[config.mk]
export PLATFORM = sky130hd
export DESIGN_NAME = byte_dma_engine_with_logic_ops_core
export DESIGN_NICKNAME = d
export VERILOG_FILES = /design/src/hw/rtl/bdma_pkg.sv /design/src/hw/rtl/bdma_res_fifo.sv /design/src/hw/rtl/byte_dma_engine_with_logic_ops_core.sv
export VERILOG_INCLUDE_DIRS = /design/src /design/src/hw/rtl
export SDC_FILE = /design/constraint.sdc
export NUM_CORES = 1
export LEC_CHECK = 0
export BUFFER_PORTS_ARGS = -buffer_cell sky130_fd_sc_hd__buf_2
export CAP_MARGIN = 15
export CORE_MARGIN = 1
export CORE_UTILIZATION = 43
export CTS_CLUSTER_DIAMETER = 30
export DETAILED_ROUTE_END_ITERATION = 7
export MAX_ROUTING_LAYER = met4
export PLACE_DENSITY = 0.63
export SLEW_MARGIN = 20
export SYNTH_ARGS = -nofsm -noshare
export SYNTH_HDL_FRONTEND = slang
export SYNTH_SLANG_ARGS = --single-unit
[constraint.sdc]
create_clock -name i_clk -period 4.7 [get_ports i_clk]
set_clock_uncertainty 0.15 [all_clocks]
set_input_delay 0.94 -clock i_clk [delete_from_list [all_inputs] [get_ports i_clk]]
set_output_delay 0.94 -clock i_clk [all_outputs]
set_load 0.01 [all_outputs]
[src/hw/rtl/byte_dma_engine_with_logic_ops_core_defines.svh]
// assertion macros shared by the byte dma engine rtl
`ifndef BYTE_DMA_ENGINE_WITH_LOGIC_OPS_CORE_DEFINES_SVH
`define BYTE_DMA_ENGINE_WITH_LOGIC_OPS_CORE_DEFINES_SVH

// same-cycle implication, clocked on i_clk, held off during reset
`define BDMA_ASSERT_IMP(name, ante, cons) \
    name: assert property (@(posedge i_clk) disable iff (!i_rst_n) (ante) |-> (cons)) \
        else $error("bdma assertion failed");

// next-cycle implication
`define BDMA_ASSERT_NEXT(name, ante, cons) \
    name: assert property (@(posedge i_clk) disable iff (!i_rst_n) (ante) |=> (cons)) \
        else $error("bdma assertion failed");

`endif

[src/hw/rtl/bdma_pkg.sv]
// types, codes and helpers for the byte dma engine
package bdma_pkg;

    // request types on the input channel
    localparam logic [1:0] REQ_WRITE    = 2'd0;
    localparam logic [1:0] REQ_READ     = 2'd1;
    localparam logic [1:0] REQ_MEM_DATA = 2'd2;

    // register indexes
    localparam logic [2:0] REG_PTR_LO  = 3'd0;
    localparam logic [2:0] REG_PTR_HI  = 3'd1;
    localparam logic [2:0] REG_BANK_LO = 3'd2;
    localparam logic [2:0] REG_BANK_HI = 3'd3;
    localparam logic [2:0] REG_CNT_LO  = 3'd4;
    localparam logic [2:0] REG_CNT_HI  = 3'd5;

    // result kinds
    localparam logic [1:0] KIND_REG_DATA  = 2'd0;
    localparam logic [1:0] KIND_MEM_READ  = 2'd1;
    localparam logic [1:0] KIND_MEM_WRITE = 2'd2;

    // configuration registers
    localparam int unsigned CFG_IDX_W  = 2;
    localparam int unsigned CFG_DATA_W = 2;
    localparam logic [CFG_IDX_W-1:0] CFG_SRC_MODE = 2'd0;
    localparam logic [CFG_IDX_W-1:0] CFG_DST_MODE = 2'd1;
    localparam logic [CFG_IDX_W-1:0] CFG_COMBINE  = 2'd2;

    // pointer modes
    localparam logic [1:0] MODE_CONTINUE = 2'd0;
    localparam logic [1:0] MODE_RELOAD   = 2'd1;

    // combine operations
    localparam logic [1:0] OP_COPY = 2'd0;
    localparam logic [1:0] OP_XOR  = 2'd1;
    localparam logic [1:0] OP_OR   = 2'd2;
    localparam logic [1:0] OP_AND  = 2'd3;

    localparam logic [15:0] PTR_HIGH_BIT = 16'h8000;

    // result queue
    localparam int unsigned FIFO_DEPTH = 4;
    localparam int unsigned PTR_W      = $clog2(FIFO_DEPTH);
    localparam int unsigned CNT_W      = $clog2(FIFO_DEPTH + 1);

    typedef struct packed {
        logic [1:0]  kind;
        logic [15:0] bank;
        logic [15:0] addr;
        logic [7:0]  data;
        logic        done;
        logic        last;
    } t_result;

    function automatic logic [15:0] fn_advance(input logic [15:0] ptr, input logic [1:0] mode);
        logic [15:0] stepped;
        stepped = (ptr + 16'd1) | PTR_HIGH_BIT;
        if (mode == MODE_CONTINUE || mode == MODE_RELOAD) begin
            return stepped;
        end
        return ptr;
    endfunction

endpackage

[src/hw/rtl/bdma_res_fifo.sv]
// result queue: takes up to two beats per cycle, hands out one
module bdma_res_fifo (
    input  logic                         i_clk,
    input  logic                         i_rst_n,
    input  logic                         i_push0,
    input  logic                         i_push1,
    input  bdma_pkg::t_result            i_data0,
    input  bdma_pkg::t_result            i_data1,
    input  logic                         i_pop,
    output logic                         o_valid,
    output bdma_pkg::t_result            o_data,
    output logic [bdma_pkg::CNT_W-1:0]   o_count
);

    bdma_pkg::t_result              r_mem [bdma_pkg::FIFO_DEPTH];
    logic [bdma_pkg::PTR_W-1:0]     r_wr;
    logic [bdma_pkg::PTR_W-1:0]     r_rd;
    logic [bdma_pkg::CNT_W-1:0]     r_count;
    logic [bdma_pkg::PTR_W-1:0]     n_wr;
    logic [bdma_pkg::PTR_W-1:0]     n_rd;
    logic [bdma_pkg::CNT_W-1:0]     n_count;
    logic [bdma_pkg::PTR_W-1:0]     w_wr_next;

    assign w_wr_next = r_wr + bdma_pkg::PTR_W'(1);

    always_comb begin
        n_wr    = r_wr + bdma_pkg::PTR_W'(i_push0) + bdma_pkg::PTR_W'(i_push1);
        n_rd    = r_rd + bdma_pkg::PTR_W'(i_pop);
        n_count = r_count + bdma_pkg::CNT_W'(i_push0) + bdma_pkg::CNT_W'(i_push1)
                  - bdma_pkg::CNT_W'(i_pop);
    end

    always_ff @(posedge i_clk) begin
        if (!i_rst_n) begin
            r_wr    <= '0;
            r_rd    <= '0;
            r_count <= '0;
        end else begin
            r_wr    <= n_wr;
            r_rd    <= n_rd;
            r_count <= n_count;
        end
    end

    always_ff @(posedge i_clk) begin
        if (i_push0) begin
            r_mem[r_wr] <= i_data0;
        end
        if (i_push1) begin
            r_mem[w_wr_next] <= i_data1;
        end
    end

    assign o_valid = (r_count != '0);
    assign o_data  = r_mem[r_rd];
    assign o_count = r_count;

endmodule

[src/hw/rtl/byte_dma_engine_with_logic_ops_core.sv]
// Byte DMA engine top level. One beat is taken per cycle on the input channel unless it is
// stalled: it lands in an input register and is decoded from there once the queue has room,
// which updates the pointer, bank and count state and pushes its results (none, one or two)
// into a four-entry result queue. The queue drains one beat per cycle while the output is not
// stalled, so an input beat that causes two results (a write request followed by the next
// source read request) takes two output beats, and the input side stalls only while the queue
// holds more than two beats. Configuration writes take effect at the next clock edge.
`include "byte_dma_engine_with_logic_ops_core_defines.svh"

module byte_dma_engine_with_logic_ops_core (
    input  logic                                i_clk,
    input  logic                                i_rst_n,
    // configuration
    input  logic                                i_cfg_we,
    input  logic [bdma_pkg::CFG_IDX_W-1:0]      i_cfg_index,
    input  logic [bdma_pkg::CFG_DATA_W-1:0]     i_cfg_data,
    // input channel
    input  logic                                i_in_valid,
    output logic                                o_in_stall,
    input  logic [1:0]                          i_req_type,
    input  logic [2:0]                          i_reg_index,
    input  logic                                i_side_select,
    input  logic [7:0]                          i_write_byte,
    input  logic [7:0]                          i_memory_byte,
    // output channel
    output logic                                o_out_valid,
    input  logic                                i_out_stall,
    output logic [1:0]                          o_result_kind,
    output logic [15:0]                         o_mem_bank,
    output logic [15:0]                         o_mem_address,
    output logic [7:0]                          o_data_byte,
    output logic                                o_transfer_done,
    output logic                                o_last_of_run
);

    typedef enum logic [1:0] {
        PH_IDLE     = 2'd0,
        PH_WAIT_SRC = 2'd1,
        PH_WAIT_DST = 2'd2
    } t_phase;

    // configuration registers
    logic [1:0]  r_src_mode;
    logic [1:0]  r_dst_mode;
    logic [1:0]  r_op;

    // input register
    logic        r_in_valid;
    logic [1:0]  r_type;
    logic [2:0]  r_idx;
    logic        r_side;
    logic [7:0]  r_wb;
    logic [7:0]  r_mb;

    // engine state
    logic [15:0] r_src_ptr,  n_src_ptr;
    logic [15:0] r_dst_ptr,  n_dst_ptr;
    logic [15:0] r_src_bank, n_src_bank;
    logic [15:0] r_dst_bank, n_dst_bank;
    logic [15:0] r_count,    n_count;
    logic [16:0] r_remain,   n_remain;
    logic [15:0] r_save_src, n_save_src;
    logic [15:0] r_save_dst, n_save_dst;
    logic [7:0]  r_held,     n_held;
    t_phase      r_phase,    n_phase;

    logic                           w_in_accept;
    logic                           w_proc;
    logic                           w_push0;
    logic                           w_push1;
    logic                           w_pop;
    bdma_pkg::t_result              w_res0;
    bdma_pkg::t_result              w_res1;
    bdma_pkg::t_result              w_head;
    logic                           w_fifo_valid;
    logic [bdma_pkg::CNT_W-1:0]     w_fifo_count;
    logic [15:0]                    w_ptr_sel;
    logic [15:0]                    w_bank_sel;
    logic [7:0]                     w_rd_byte;
    logic [7:0]                     w_comb;
    logic [15:0]                    w_src_adv;
    logic [15:0]                    w_dst_adv;
    logic [16:0]                    w_remain_dec;

    // room for two results keeps a two-beat item from overrunning the queue
    assign w_proc      = r_in_valid && (w_fifo_count <= bdma_pkg::CNT_W'(bdma_pkg::FIFO_DEPTH - 2));
    assign o_in_stall  = r_in_valid && !w_proc;
    assign w_in_accept = i_in_valid && !o_in_stall;

    always_ff @(posedge i_clk) begin
        if (!i_rst_n) begin
            r_src_mode <= bdma_pkg::MODE_CONTINUE;
            r_dst_mode <= bdma_pkg::MODE_CONTINUE;
            r_op       <= bdma_pkg::OP_COPY;
        end else if (i_cfg_we) begin
            case (i_cfg_index)
                bdma_pkg::CFG_SRC_MODE: r_src_mode <= i_cfg_data;
                bdma_pkg::CFG_DST_MODE: r_dst_mode <= i_cfg_data;
                bdma_pkg::CFG_COMBINE:  r_op       <= i_cfg_data;
                default: ;
            endcase
        end
    end

    always_ff @(posedge i_clk) begin
        if (!i_rst_n) begin
            r_in_valid <= 1'b0;
        end else if (w_in_accept) begin
            r_in_valid <= 1'b1;
        end else if (w_proc) begin
            r_in_valid <= 1'b0;
        end
    end

    always_ff @(posedge i_clk) begin
        if (w_in_accept) begin
            r_type <= i_req_type;
            r_idx  <= i_reg_index;
            r_side <= i_side_select;
            r_wb   <= i_write_byte;
            r_mb   <= i_memory_byte;
        end
    end

    assign w_ptr_sel    = r_side ? r_dst_ptr : r_src_ptr;
    assign w_bank_sel   = r_side ? r_dst_bank : r_src_bank;
    assign w_src_adv    = bdma_pkg::fn_advance(r_src_ptr, r_src_mode);
    assign w_dst_adv    = bdma_pkg::fn_advance(r_dst_ptr, r_dst_mode);
    assign w_remain_dec = r_remain - 17'd1;

    always_comb begin
        case (r_idx)
            bdma_pkg::REG_PTR_LO:  w_rd_byte = w_ptr_sel[7:0];
            bdma_pkg::REG_PTR_HI:  w_rd_byte = w_ptr_sel[15:8];
            bdma_pkg::REG_BANK_LO: w_rd_byte = w_bank_sel[7:0];
            bdma_pkg::REG_BANK_HI: w_rd_byte = w_bank_sel[15:8];
            bdma_pkg::REG_CNT_LO:  w_rd_byte = r_count[7:0];
            bdma_pkg::REG_CNT_HI:  w_rd_byte = r_count[15:8];
            default:               w_rd_byte = 8'd0;
        endcase
    end

    always_comb begin
        case (r_op)
            bdma_pkg::OP_COPY: w_comb = r_held;
            bdma_pkg::OP_XOR:  w_comb = r_held ^ r_mb;
            bdma_pkg::OP_OR:   w_comb = r_held | r_mb;
            bdma_pkg::OP_AND:  w_comb = r_held & r_mb;
            default:           w_comb = r_held;
        endcase
    end

    always_comb begin
        n_src_ptr  = r_src_ptr;
        n_dst_ptr  = r_dst_ptr;
        n_src_bank = r_src_bank;
        n_dst_bank = r_dst_bank;
        n_count    = r_count;
        n_remain   = r_remain;
        n_save_src = r_save_src;
        n_save_dst = r_save_dst;
        n_held     = r_held;
        n_phase    = r_phase;
        w_push0    = 1'b0;
        w_push1    = 1'b0;
        w_res0     = '0;
        w_res1     = '0;
        if (w_proc) begin
            case (r_type)
                bdma_pkg::REQ_READ: begin
                    w_push0      = 1'b1;
                    w_res0.kind  = bdma_pkg::KIND_REG_DATA;
                    w_res0.data  = w_rd_byte;
                    w_res0.last  = 1'b1;
                end
                bdma_pkg::REQ_WRITE: begin
                    if (r_phase == PH_IDLE) begin
                        case (r_idx)
                            bdma_pkg::REG_PTR_LO: begin
                                if (r_side) n_dst_ptr[7:0] = r_wb;
                                else        n_src_ptr[7:0] = r_wb;
                            end
                            bdma_pkg::REG_PTR_HI: begin
                                if (r_side) n_dst_ptr[15:8] = r_wb | 8'h80;
                                else        n_src_ptr[15:8] = r_wb | 8'h80;
                            end
                            bdma_pkg::REG_BANK_LO: begin
                                if (r_side) n_dst_bank[7:0] = r_wb;
                                else        n_src_bank[7:0] = r_wb;
                            end
                            bdma_pkg::REG_BANK_HI: begin
                                if (r_side) n_dst_bank[15:8] = r_wb;
                                else        n_src_bank[15:8] = r_wb;
                            end
                            bdma_pkg::REG_CNT_LO: begin
                                n_count[7:0] = r_wb;
                            end
                            bdma_pkg::REG_CNT_HI: begin
                                // start of a run: first source read goes out at once
                                n_count[15:8] = r_wb;
                                n_remain      = {1'b0, r_wb, r_count[7:0]} + 17'd1;
                                n_save_src    = r_src_ptr;
                                n_save_dst    = r_dst_ptr;
                                n_phase       = PH_WAIT_SRC;
                                w_push0       = 1'b1;
                                w_res0.kind   = bdma_pkg::KIND_MEM_READ;
                                w_res0.bank   = r_src_bank;
                                w_res0.addr   = r_src_ptr;
                                w_res0.last   = 1'b1;
                            end
                            default: ;
                        endcase
                    end
                end
                bdma_pkg::REQ_MEM_DATA: begin
                    case (r_phase)
                        PH_WAIT_SRC: begin
                            n_held      = r_mb;
                            n_phase     = PH_WAIT_DST;
                            w_push0     = 1'b1;
                            w_res0.kind = bdma_pkg::KIND_MEM_READ;
                            w_res0.bank = r_dst_bank;
                            w_res0.addr = r_dst_ptr;
                            w_res0.last = 1'b1;
                        end
                        PH_WAIT_DST: begin
                            n_src_ptr   = w_src_adv;
                            n_dst_ptr   = w_dst_adv;
                            n_remain    = w_remain_dec;
                            w_push0     = 1'b1;
                            w_res0.kind = bdma_pkg::KIND_MEM_WRITE;
                            w_res0.bank = r_dst_bank;
                            w_res0.addr = r_dst_ptr;
                            w_res0.data = w_comb;
                            if (w_remain_dec == '0) begin
                                // end of run: reload-mode pointers go back to their start
                                if (r_src_mode == bdma_pkg::MODE_RELOAD) n_src_ptr = r_save_src;
                                if (r_dst_mode == bdma_pkg::MODE_RELOAD) n_dst_ptr = r_save_dst;
                                n_phase     = PH_IDLE;
                                w_res0.done = 1'b1;
                                w_res0.last = 1'b1;
                            end else begin
                                n_phase     = PH_WAIT_SRC;
                                w_push1     = 1'b1;
                                w_res1.kind = bdma_pkg::KIND_MEM_READ;
                                w_res1.bank = r_src_bank;
                                w_res1.addr = w_src_adv;
                                w_res1.last = 1'b1;
                            end
                        end
                        default: ;
                    endcase
                end
                default: ;
            endcase
        end
    end

    always_ff @(posedge i_clk) begin
        if (!i_rst_n) begin
            r_src_ptr  <= '0;
            r_dst_ptr  <= '0;
            r_src_bank <= '0;
            r_dst_bank <= '0;
            r_count    <= '0;
            r_remain   <= '0;
            r_save_src <= '0;
            r_save_dst <= '0;
            r_held     <= '0;
            r_phase    <= PH_IDLE;
        end else begin
            r_src_ptr  <= n_src_ptr;
            r_dst_ptr  <= n_dst_ptr;
            r_src_bank <= n_src_bank;
            r_dst_bank <= n_dst_bank;
            r_count    <= n_count;
            r_remain   <= n_remain;
            r_save_src <= n_save_src;
            r_save_dst <= n_save_dst;
            r_held     <= n_held;
            r_phase    <= n_phase;
        end
    end

    assign w_pop = w_fifo_valid && !i_out_stall;

    bdma_res_fifo u_res_fifo (
        .i_clk   (i_clk),
        .i_rst_n (i_rst_n),
        .i_push0 (w_push0),
        .i_push1 (w_push1),
        .i_data0 (w_res0),
        .i_data1 (w_res1),
        .i_pop   (w_pop),
        .o_valid (w_fifo_valid),
        .o_data  (w_head),
        .o_count (w_fifo_count)
    );

    assign o_out_valid     = w_fifo_valid;
    assign o_result_kind   = w_head.kind;
    assign o_mem_bank      = w_head.bank;
    assign o_mem_address   = w_head.addr;
    assign o_data_byte     = w_head.data;
    assign o_transfer_done = w_head.done;
    assign o_last_of_run   = w_head.last;

    `BDMA_ASSERT_IMP(a_queue_bound, 1'b1, w_fifo_count <= bdma_pkg::CNT_W'(bdma_pkg::FIFO_DEPTH))
    `BDMA_ASSERT_IMP(a_idle_no_remain, r_phase == PH_IDLE, r_remain == '0)
    `BDMA_ASSERT_NEXT(a_run_start,
        w_proc && r_type == bdma_pkg::REQ_WRITE && r_idx == bdma_pkg::REG_CNT_HI && r_phase == PH_IDLE,
        r_phase == PH_WAIT_SRC && r_remain != '0)
    `BDMA_ASSERT_NEXT(a_run_end,
        w_proc && r_type == bdma_pkg::REQ_MEM_DATA && r_phase == PH_WAIT_DST && r_remain == 17'd1,
        r_phase == PH_IDLE)

endmodule
==> results of run 1 <==
-- kinds of logic (layout without fill, tap and decap cells) --
group           Yosys count  after routing  synth area share, %
compound gates          479            479                18.11
other cells               0              1                    0
mux                     121            121                10.23
simple gates            627            627                16.19
flops                   351            351                46.66
buf+inv                 200            314                4.334
fa+ha+maj                34             34                2.428
xor+xnor                 43             43                2.042
-- Yosys cell counts, types with 23 or more instances --
library cell  number  area, µm²
a211oi_1          26      195.2
a21oi_1          107      535.5
a22o_1            80      700.7
clkbuf_1         131      491.7
dfxtp_1          193       3864
edfxtp_1         158       4745
ha_1              31      387.9
inv_1             37      138.9
mux2i_1           57      570.6
mux4_2            53       1194
nand2_1          210      788.3
nand3_1           33      165.2
nor2_1           189      709.4
nor3_1            46      230.2
o21ai_0           52      260.3
o22ai_1           77      481.7
xor2_1            23      201.4
-- state kept, by name, summed over array words and instances (netlist names), 3 cells and up --
signal,flops
r_held,8
r_dst_bank,16
r_wb,8
u_res_fifo.r_mem,176
r_dst_ptr,16
u_res_fifo.o_count,3
r_src_bank,16
r_idx,3
r_count,16
r_remain,17
r_save_src,16
r_mb,8
r_src_ptr,16
r_save_dst,16
-- worst register-to-register path: stages (launching register included) --
cell and delay (ns):
dfxtp_1 0.39, inv_1 0.11, ha_1 0.26, nor3b_2 0.38, nand3_2 0.18, or4b_4 0.54, and4_1 0.21, nand2_1 0.20
nand2_1 0.09, ha_1 0.29, inv_1 0.05, fa_1 0.40, fa_1 0.39, xor2_1 0.16, nor2_1 0.05
-- power by group through the flow --
| stage | clock [mW] | sequential (mW) | combinational [mW] |
|---|---|---|---|
| 2_1_floorplan | 0 | 3.54 | 1.35 |
| 3_3_place_gp | 0 | 3.73 | 1.77 |
| 3_5_place_dp | 0 | 3.74 | 1.79 |
| 4_1_cts | 5.97 | 3.68 | 1.80 |
| 5_1_grt | 6.14 | 3.71 | 1.95 |
| 6_report | 5.91 | 3.69 | 1.80 |
-- per-stage QoR --
stage	util (%)	hold slack, ns
3_3_place_gp	45.72	0.2880
6_report	52.67	0.3024
5_1_grt	52.66	0.3186
2_1_floorplan	-	0.2787
4_1_cts	52.66	0.3041
3_5_place_dp	45.72	0.2973
-- area by class of cell --
type / count / area [µm²]
Inverter: 38 / 143.9
Multi-Input combinational cell: 1304 / 9082
Clock buffer: 97 / 2222
Sequential cell: 351 / 8611
Timing Repair Buffer: 124 / 753.2
Tap cell: 539 / 674.4
Clock inverter: 55 / 700.7
Antenna cell: 1 / 2.502
Fill cell: 3652 / 19940
-- layer usage --
metal	up-vias	part of all wire [%]	GRT usage, %
met4	0	3.4	10.98
li1	7091	-	-
met3	143	8.2	5.035
met1	7659	42	34.43
met2	729	46	41.56
met5	-	0	-
-- final timing paths --
check | from | endpoint
min | r_save_src[5] | r_save_src[5]
max reg2reg | r_remain[1] | u_res_fifo.o_count[2]
max | r_remain[1] | u_res_fifo.o_count[2]
min reg2reg | r_save_src[5] | r_save_src[5]
==> flow_summary_export.csv, run 1 <==
group,metric,value,unit
setup_path,r2r_cells,14,
pwr,p_leak,7.676,nW
synth,synth_seq_area_share,46.66,%
final_layout,drive_gt1_share,18.64,%
synth,synth-edff-count,158,
final_layout,final_area,22190,µm²
floorplanning,die_h,209.1,µm
clock_network,h-tree-depth,3,
place,io_buffers,76,
pwr,irDropWorstVdd,0.2300,mV
pwr,combPwrFrac,15.8,%
global_routing,antenna_found_initial,0,
place,dp_hpwl,36.69,mm
route,dr.pass1.iters,7,
synth,synthDistinctLibCells,83,
synth,async_flop_share,0,%
setup_path,crit_required,4.99,ns
timing,max_freq,250.0,MHz
place,pre_cts_ws,0.7124,ns
setup_path,path_buf_inv,2,
pwr,switching_share,27.66,%
route,via_per_inst,6.226,
setup_path,path_delay_family,"simple AND/OR/NAND/NOR gates",
final_layout,final_common_cell,"nand2_1",
global_routing,grt_pass1_vias,15343,
min_path,hp-class,"reg -> reg",
setup_path,r2r_slack,0.70,ns
timing,setup_viol,0,
clock_network,cts-resized-gates,0,
setup_path,worstPathMaxFanout,8,
synth,netlist_area,18450,µm²
synth,syn_nets,1920,
setup_path,critical_path.max_stage_delay,0.54,ns
global_routing,grt-ovfl-total,0,
route,vias,15622,
clock_network,clock_path_buffers,3,
place,placed_cell_area,19260,µm²
pwr,p_int,8.256,mW
final_layout,synthToLayoutAreaGrowth,20.29,%
floorplanning,fp.coreArea,42130,µm²
timing,tightest_slew,1.048,ns
timing,fin_ws,0.7008,ns
setup_path,cp.arrival,4.29,ns
route,wl_per_cell,22.75,µm
setup_path,worst_setup_path_start_kind,"flip-flop",
route,drcViolationCount,0,
place,gp_congestion,0.8836,
setup_path,end_kind,"flip-flop",
clock_network,cts_buffers,82,
floorplanning,io_pins,77,
floorplanning,rows,75,
global_routing,grt_pass1_wl,88.22,mm
global_routing,grt_max_degree,74,
synth,avgSynthCellArea,9.945,µm²
timing,setup-tns-final,0,ns
floorplanning,dieArea,43730,µm²
setup_path,cp.depth,14,
route,drt-total-wl,57.07,mm
timing,fin_crit_sh,85.09,%
pwr,p_switching,3.156,mW
timing,hold_violations,0,
clock_network,cts_tree,"done",
outcome,status,"complete, no violations",
global_routing,grt_usage,26.79,%
clock_network,cts_hold_buf,0,
clock_network,clkTransAtPathRegs,0.04,ns
route,drtAntennaViolNets,0,
synth,syn_inst,1855,
synth,yosysWarnings,0,
floorplanning,die_w,209.1,µm
clock_network,clock_latency,0.59,ns
pwr,clockPowerShare,51.8,%
min_path,whs_path_depth,2,
floorplanning,start_util,43.78,%
pwr,power_density,514.3,nW/µm²
timing,slew_viol_final,0,
setup_path,crit_type,"reg -> reg",
timing,rsz0062_at_grt,"false",
timing,slew_headroom,30.13,%
clock_network,clock-sinks,351,
setup_path,cpMaxStageDelayCell,"or4b_4",
route,drt_iter0_markers,1578,
timing,period_minus_slack,3.999,ns
pwr,total_power,11.41,mW
final_layout,final_cell_mix,"nand2_1, dfxtp_1, nor2_1",
setup_path,crit_chain,"inv_1, ha_1, nor3b_2, nand3_2, or4b_4, and4_1, nand2_1, nand2_1, ha_1, inv_1, fa_1, fa_1, xor2_1, nor2_1",
final_layout,finalNonFillerCells,2509,
clock_network,cts_setup_buffers,0,
pwr,seq_power_share,32.4,%
synth,ys_ff_latch,351,
place,placedCellCount,2356,
clock_network,root_buffer,"clkbuf_16",
synth,synthFlopType,"dfxtp_1",
final_layout,layout.nets,1966,
run,cap_violations,0,
Power figures use the tool's default switching activity.
==> run 2, diff against run 1 <==
--- a/config.mk
+++ b/config.mk
@@ -13,7 +13,7 @@
 export CTS_CLUSTER_DIAMETER = 30
 export DETAILED_ROUTE_END_ITERATION = 7
 export MAX_ROUTING_LAYER = met4
-export PLACE_DENSITY = 0.63
+export PLACE_DENSITY_LB_ADDON = 0.25
 export SLEW_MARGIN = 20
 export SYNTH_ARGS = -nofsm -noshare
 export SYNTH_HDL_FRONTEND = slang
==> run 2 against run 1 <==
Core utilization increased by 0.48 points. Global-route usage shrank 0.079 points. Sequential power is essentially flat. First-iteration DRC count up 0.51%. Worst setup slack got worse by 0.016 ns.
==> flow_summary_export.csv, run 2 (same netlist as run 1, synthesis figures left out) <==
group,metric,value,unit
pwr,seq_power_share,31.3,%
route,via_per_inst,6.139,
timing,rsz0062_at_grt,"false",
final_layout,finalNonFillerCells,2511,
final_layout,nFillCells,3643,
final_layout,final_area,22390,µm²
timing,period_minus_slack,4.015,ns
timing,fin_crit_sh,85.43,%
setup_path,r2r-start,"r_remain[0]",
setup_path,end_kind,"flip-flop",
timing,setup-tns-final,0,ns
setup_path,r2r_slack,0.68,ns
timing,slew_headroom,27.62,%
pwr,total_power,11.75,mW
clock_network,cts_buffers,86,
route,wl_per_cell,22.63,µm
setup_path,path_buf_inv,2,
final_layout,final_cell_mix,"nand2_1, dfxtp_1, nor2_1",
route,vias,15416,
global_routing,grt_max_degree,65,
global_routing,grt_pass1_vias,15223,
pwr,combPwrFrac,15.3,%
timing,max_freq,249.0,MHz
route,drt-total-wl,56.81,mm
route,drcViolationCount,0,
global_routing,grt_usage,26.71,%
final_layout,synthToLayoutAreaGrowth,21.38,%
pwr,p_switching,3.105,mW
global_routing,grt_pass1_wl,87.69,mm
setup_path,worst_setup_path_start_kind,"flip-flop",
timing,fin_ws,0.6847,ns
pwr,switching_share,26.44,%
route,drt_iter0_markers,1586,
global_routing,antenna_found_initial,1,
clock_network,cts_setup_buffers,0,
final_layout,n_antenna_cell,0,
setup_path,crit_type,"reg -> reg",
place,placed_cell_area,19280,µm²
final_layout,largest-register,"u_res_fifo.r_mem",
floorplanning,start_util,43.78,%
final_layout,largest_reg_flops,176,
floorplanning,fp.coreArea,42130,µm²
setup_path,r2r_cells,14,
clock_network,h-tree-depth,3,
place,gp_congestion,0.9087,
setup_path,path_delay_family,"simple AND/OR/NAND/NOR gates",
timing,fin_hold_ws,0.3009,ns
pwr,clockPowerShare,53.3,%
min_path,holdCritStartpoint,"r_save_src[13]",
min_path,hp-class,"reg -> reg",
clock_network,clkTransAtPathRegs,0.04,ns
setup_path,worstPathMaxFanout,10,
pwr,p_leak,7.821,nW
final_layout,layout.nets,1967,
timing,setup_viol,0,
route,dr.pass1.iters,6,
pwr,power_density,524.5,nW/µm²
floorplanning,die_w,209.1,µm
final_layout,final_common_cell,"nand2_1",
timing,slew_viol_final,0,
setup_path,cpMaxStageDelayCell,"or4b_4",
setup_path,cp.arrival,4.31,ns
floorplanning,io_pins,77,
clock_network,cts_hold_buf,0,
setup_path,crit_chain,"inv_1, ha_1, nor3b_2, nand3_2, or4b_4, and4_1, nand2_1, nand2_1, ha_1, inv_1, fa_1, fa_1, xor2_1, nor2_1",
final_layout,fin_util,53.15,%
pwr,p_int,8.640,mW
floorplanning,rows,75,
min_path,whs_path_depth,2,
clock_network,clock_path_buffers,3,
floorplanning,dieArea,43730,µm²
pwr,irDropWorstVdd,0.2561,mV
route,drtAntennaViolNets,0,
setup_path,crit_required,5.00,ns
timing,tightest_slew,1.086,ns
run,cap_violations,0,
clock_network,clock-sinks,351,
place,dp_hpwl,36.72,mm
setup_path,r2r_end,"u_res_fifo.o_count[2]",
floorplanning,die_h,209.1,µm
clock_network,cts-resized-gates,0,
outcome,status,"complete, no violations",
place,pre_cts_ws,0.7136,ns
place,placedCellCount,2353,
setup_path,critical_path.max_stage_delay,0.54,ns
global_routing,grt-ovfl-total,0,
clock_network,root_buffer,"clkbuf_16",
timing,hold_violations,0,
place,io_buffers,76,
min_path,hold_path_end,"r_save_src[13]",
clock_network,clock_latency,0.60,ns
setup_path,cp.depth,14,
final_layout,reg_top3,"u_res_fifo.r_mem (176), r_remain (17)",
final_layout,drive_gt1_share,18.76,%
clock_network,cts_tree,"done",
[run 2: tightest hold or removal path, cell delays in order, from the launching register on]
cell and delay [ns]:
dfxtp_1 0.30, nand2_1 0.05, a21oi_1 0.05
[run 2: per-layer routing]
layer | up-vias | global-route usage [%] | wire length [µm] | part of all wire [%]
met5 | - | - | 0 | 0
met4 | 0 | 14.07 | 2156 | 3.8
met3 | 138 | 4.403 | 4527 | 8.0
met2 | 730 | 40.76 | 26470 | 47
met1 | 7478 | 34.10 | 23660 | 42
li1 | 7070 | - | - | -
[run 2: area by class of cell]
cell class                 count  area (µm²)  area share, %
inverter                      38       143.9         0.6426
tap                          539       674.4          3.012
clock inverter                44       650.6          2.906
sequential                   351        8611          38.45
timing repair buffer         121       768.2          3.431
clock buffer                 114        2462          11.00
multi-input combinational   1304        9082          40.56
[run 2: power groups by stage]
stage                     combinational [mW]  sequential [mW]  clock (mW)
after global placement                  1.77             3.72           0
after floorplan                         1.35             3.54           0
after global routing                    1.95             3.70        6.49
final                                   1.80             3.68        6.26
after detailed placement                1.80             3.73           0
after CTS                               1.81             3.68        6.34
[run 2: how the worst max path moves through the flow]
| stage | startpoint | to | slack [ns] |
|---|---|---|---|
| floorplan | r_remain[0] | u_res_fifo.r_mem[0][0] | 0.78 |
| global placement | r_remain[0] | u_res_fifo.o_count[2] | 0.77 |
| detailed placement | r_remain[0] | u_res_fifo.o_count[2] | 0.71 |
| CTS | r_remain[0] | u_res_fifo.o_count[2] | 0.68 |
| global route | r_remain[0] | u_res_fifo.o_count[2] | 0.39 |
| finish | r_remain[0] | u_res_fifo.o_count[2] | 0.68 |
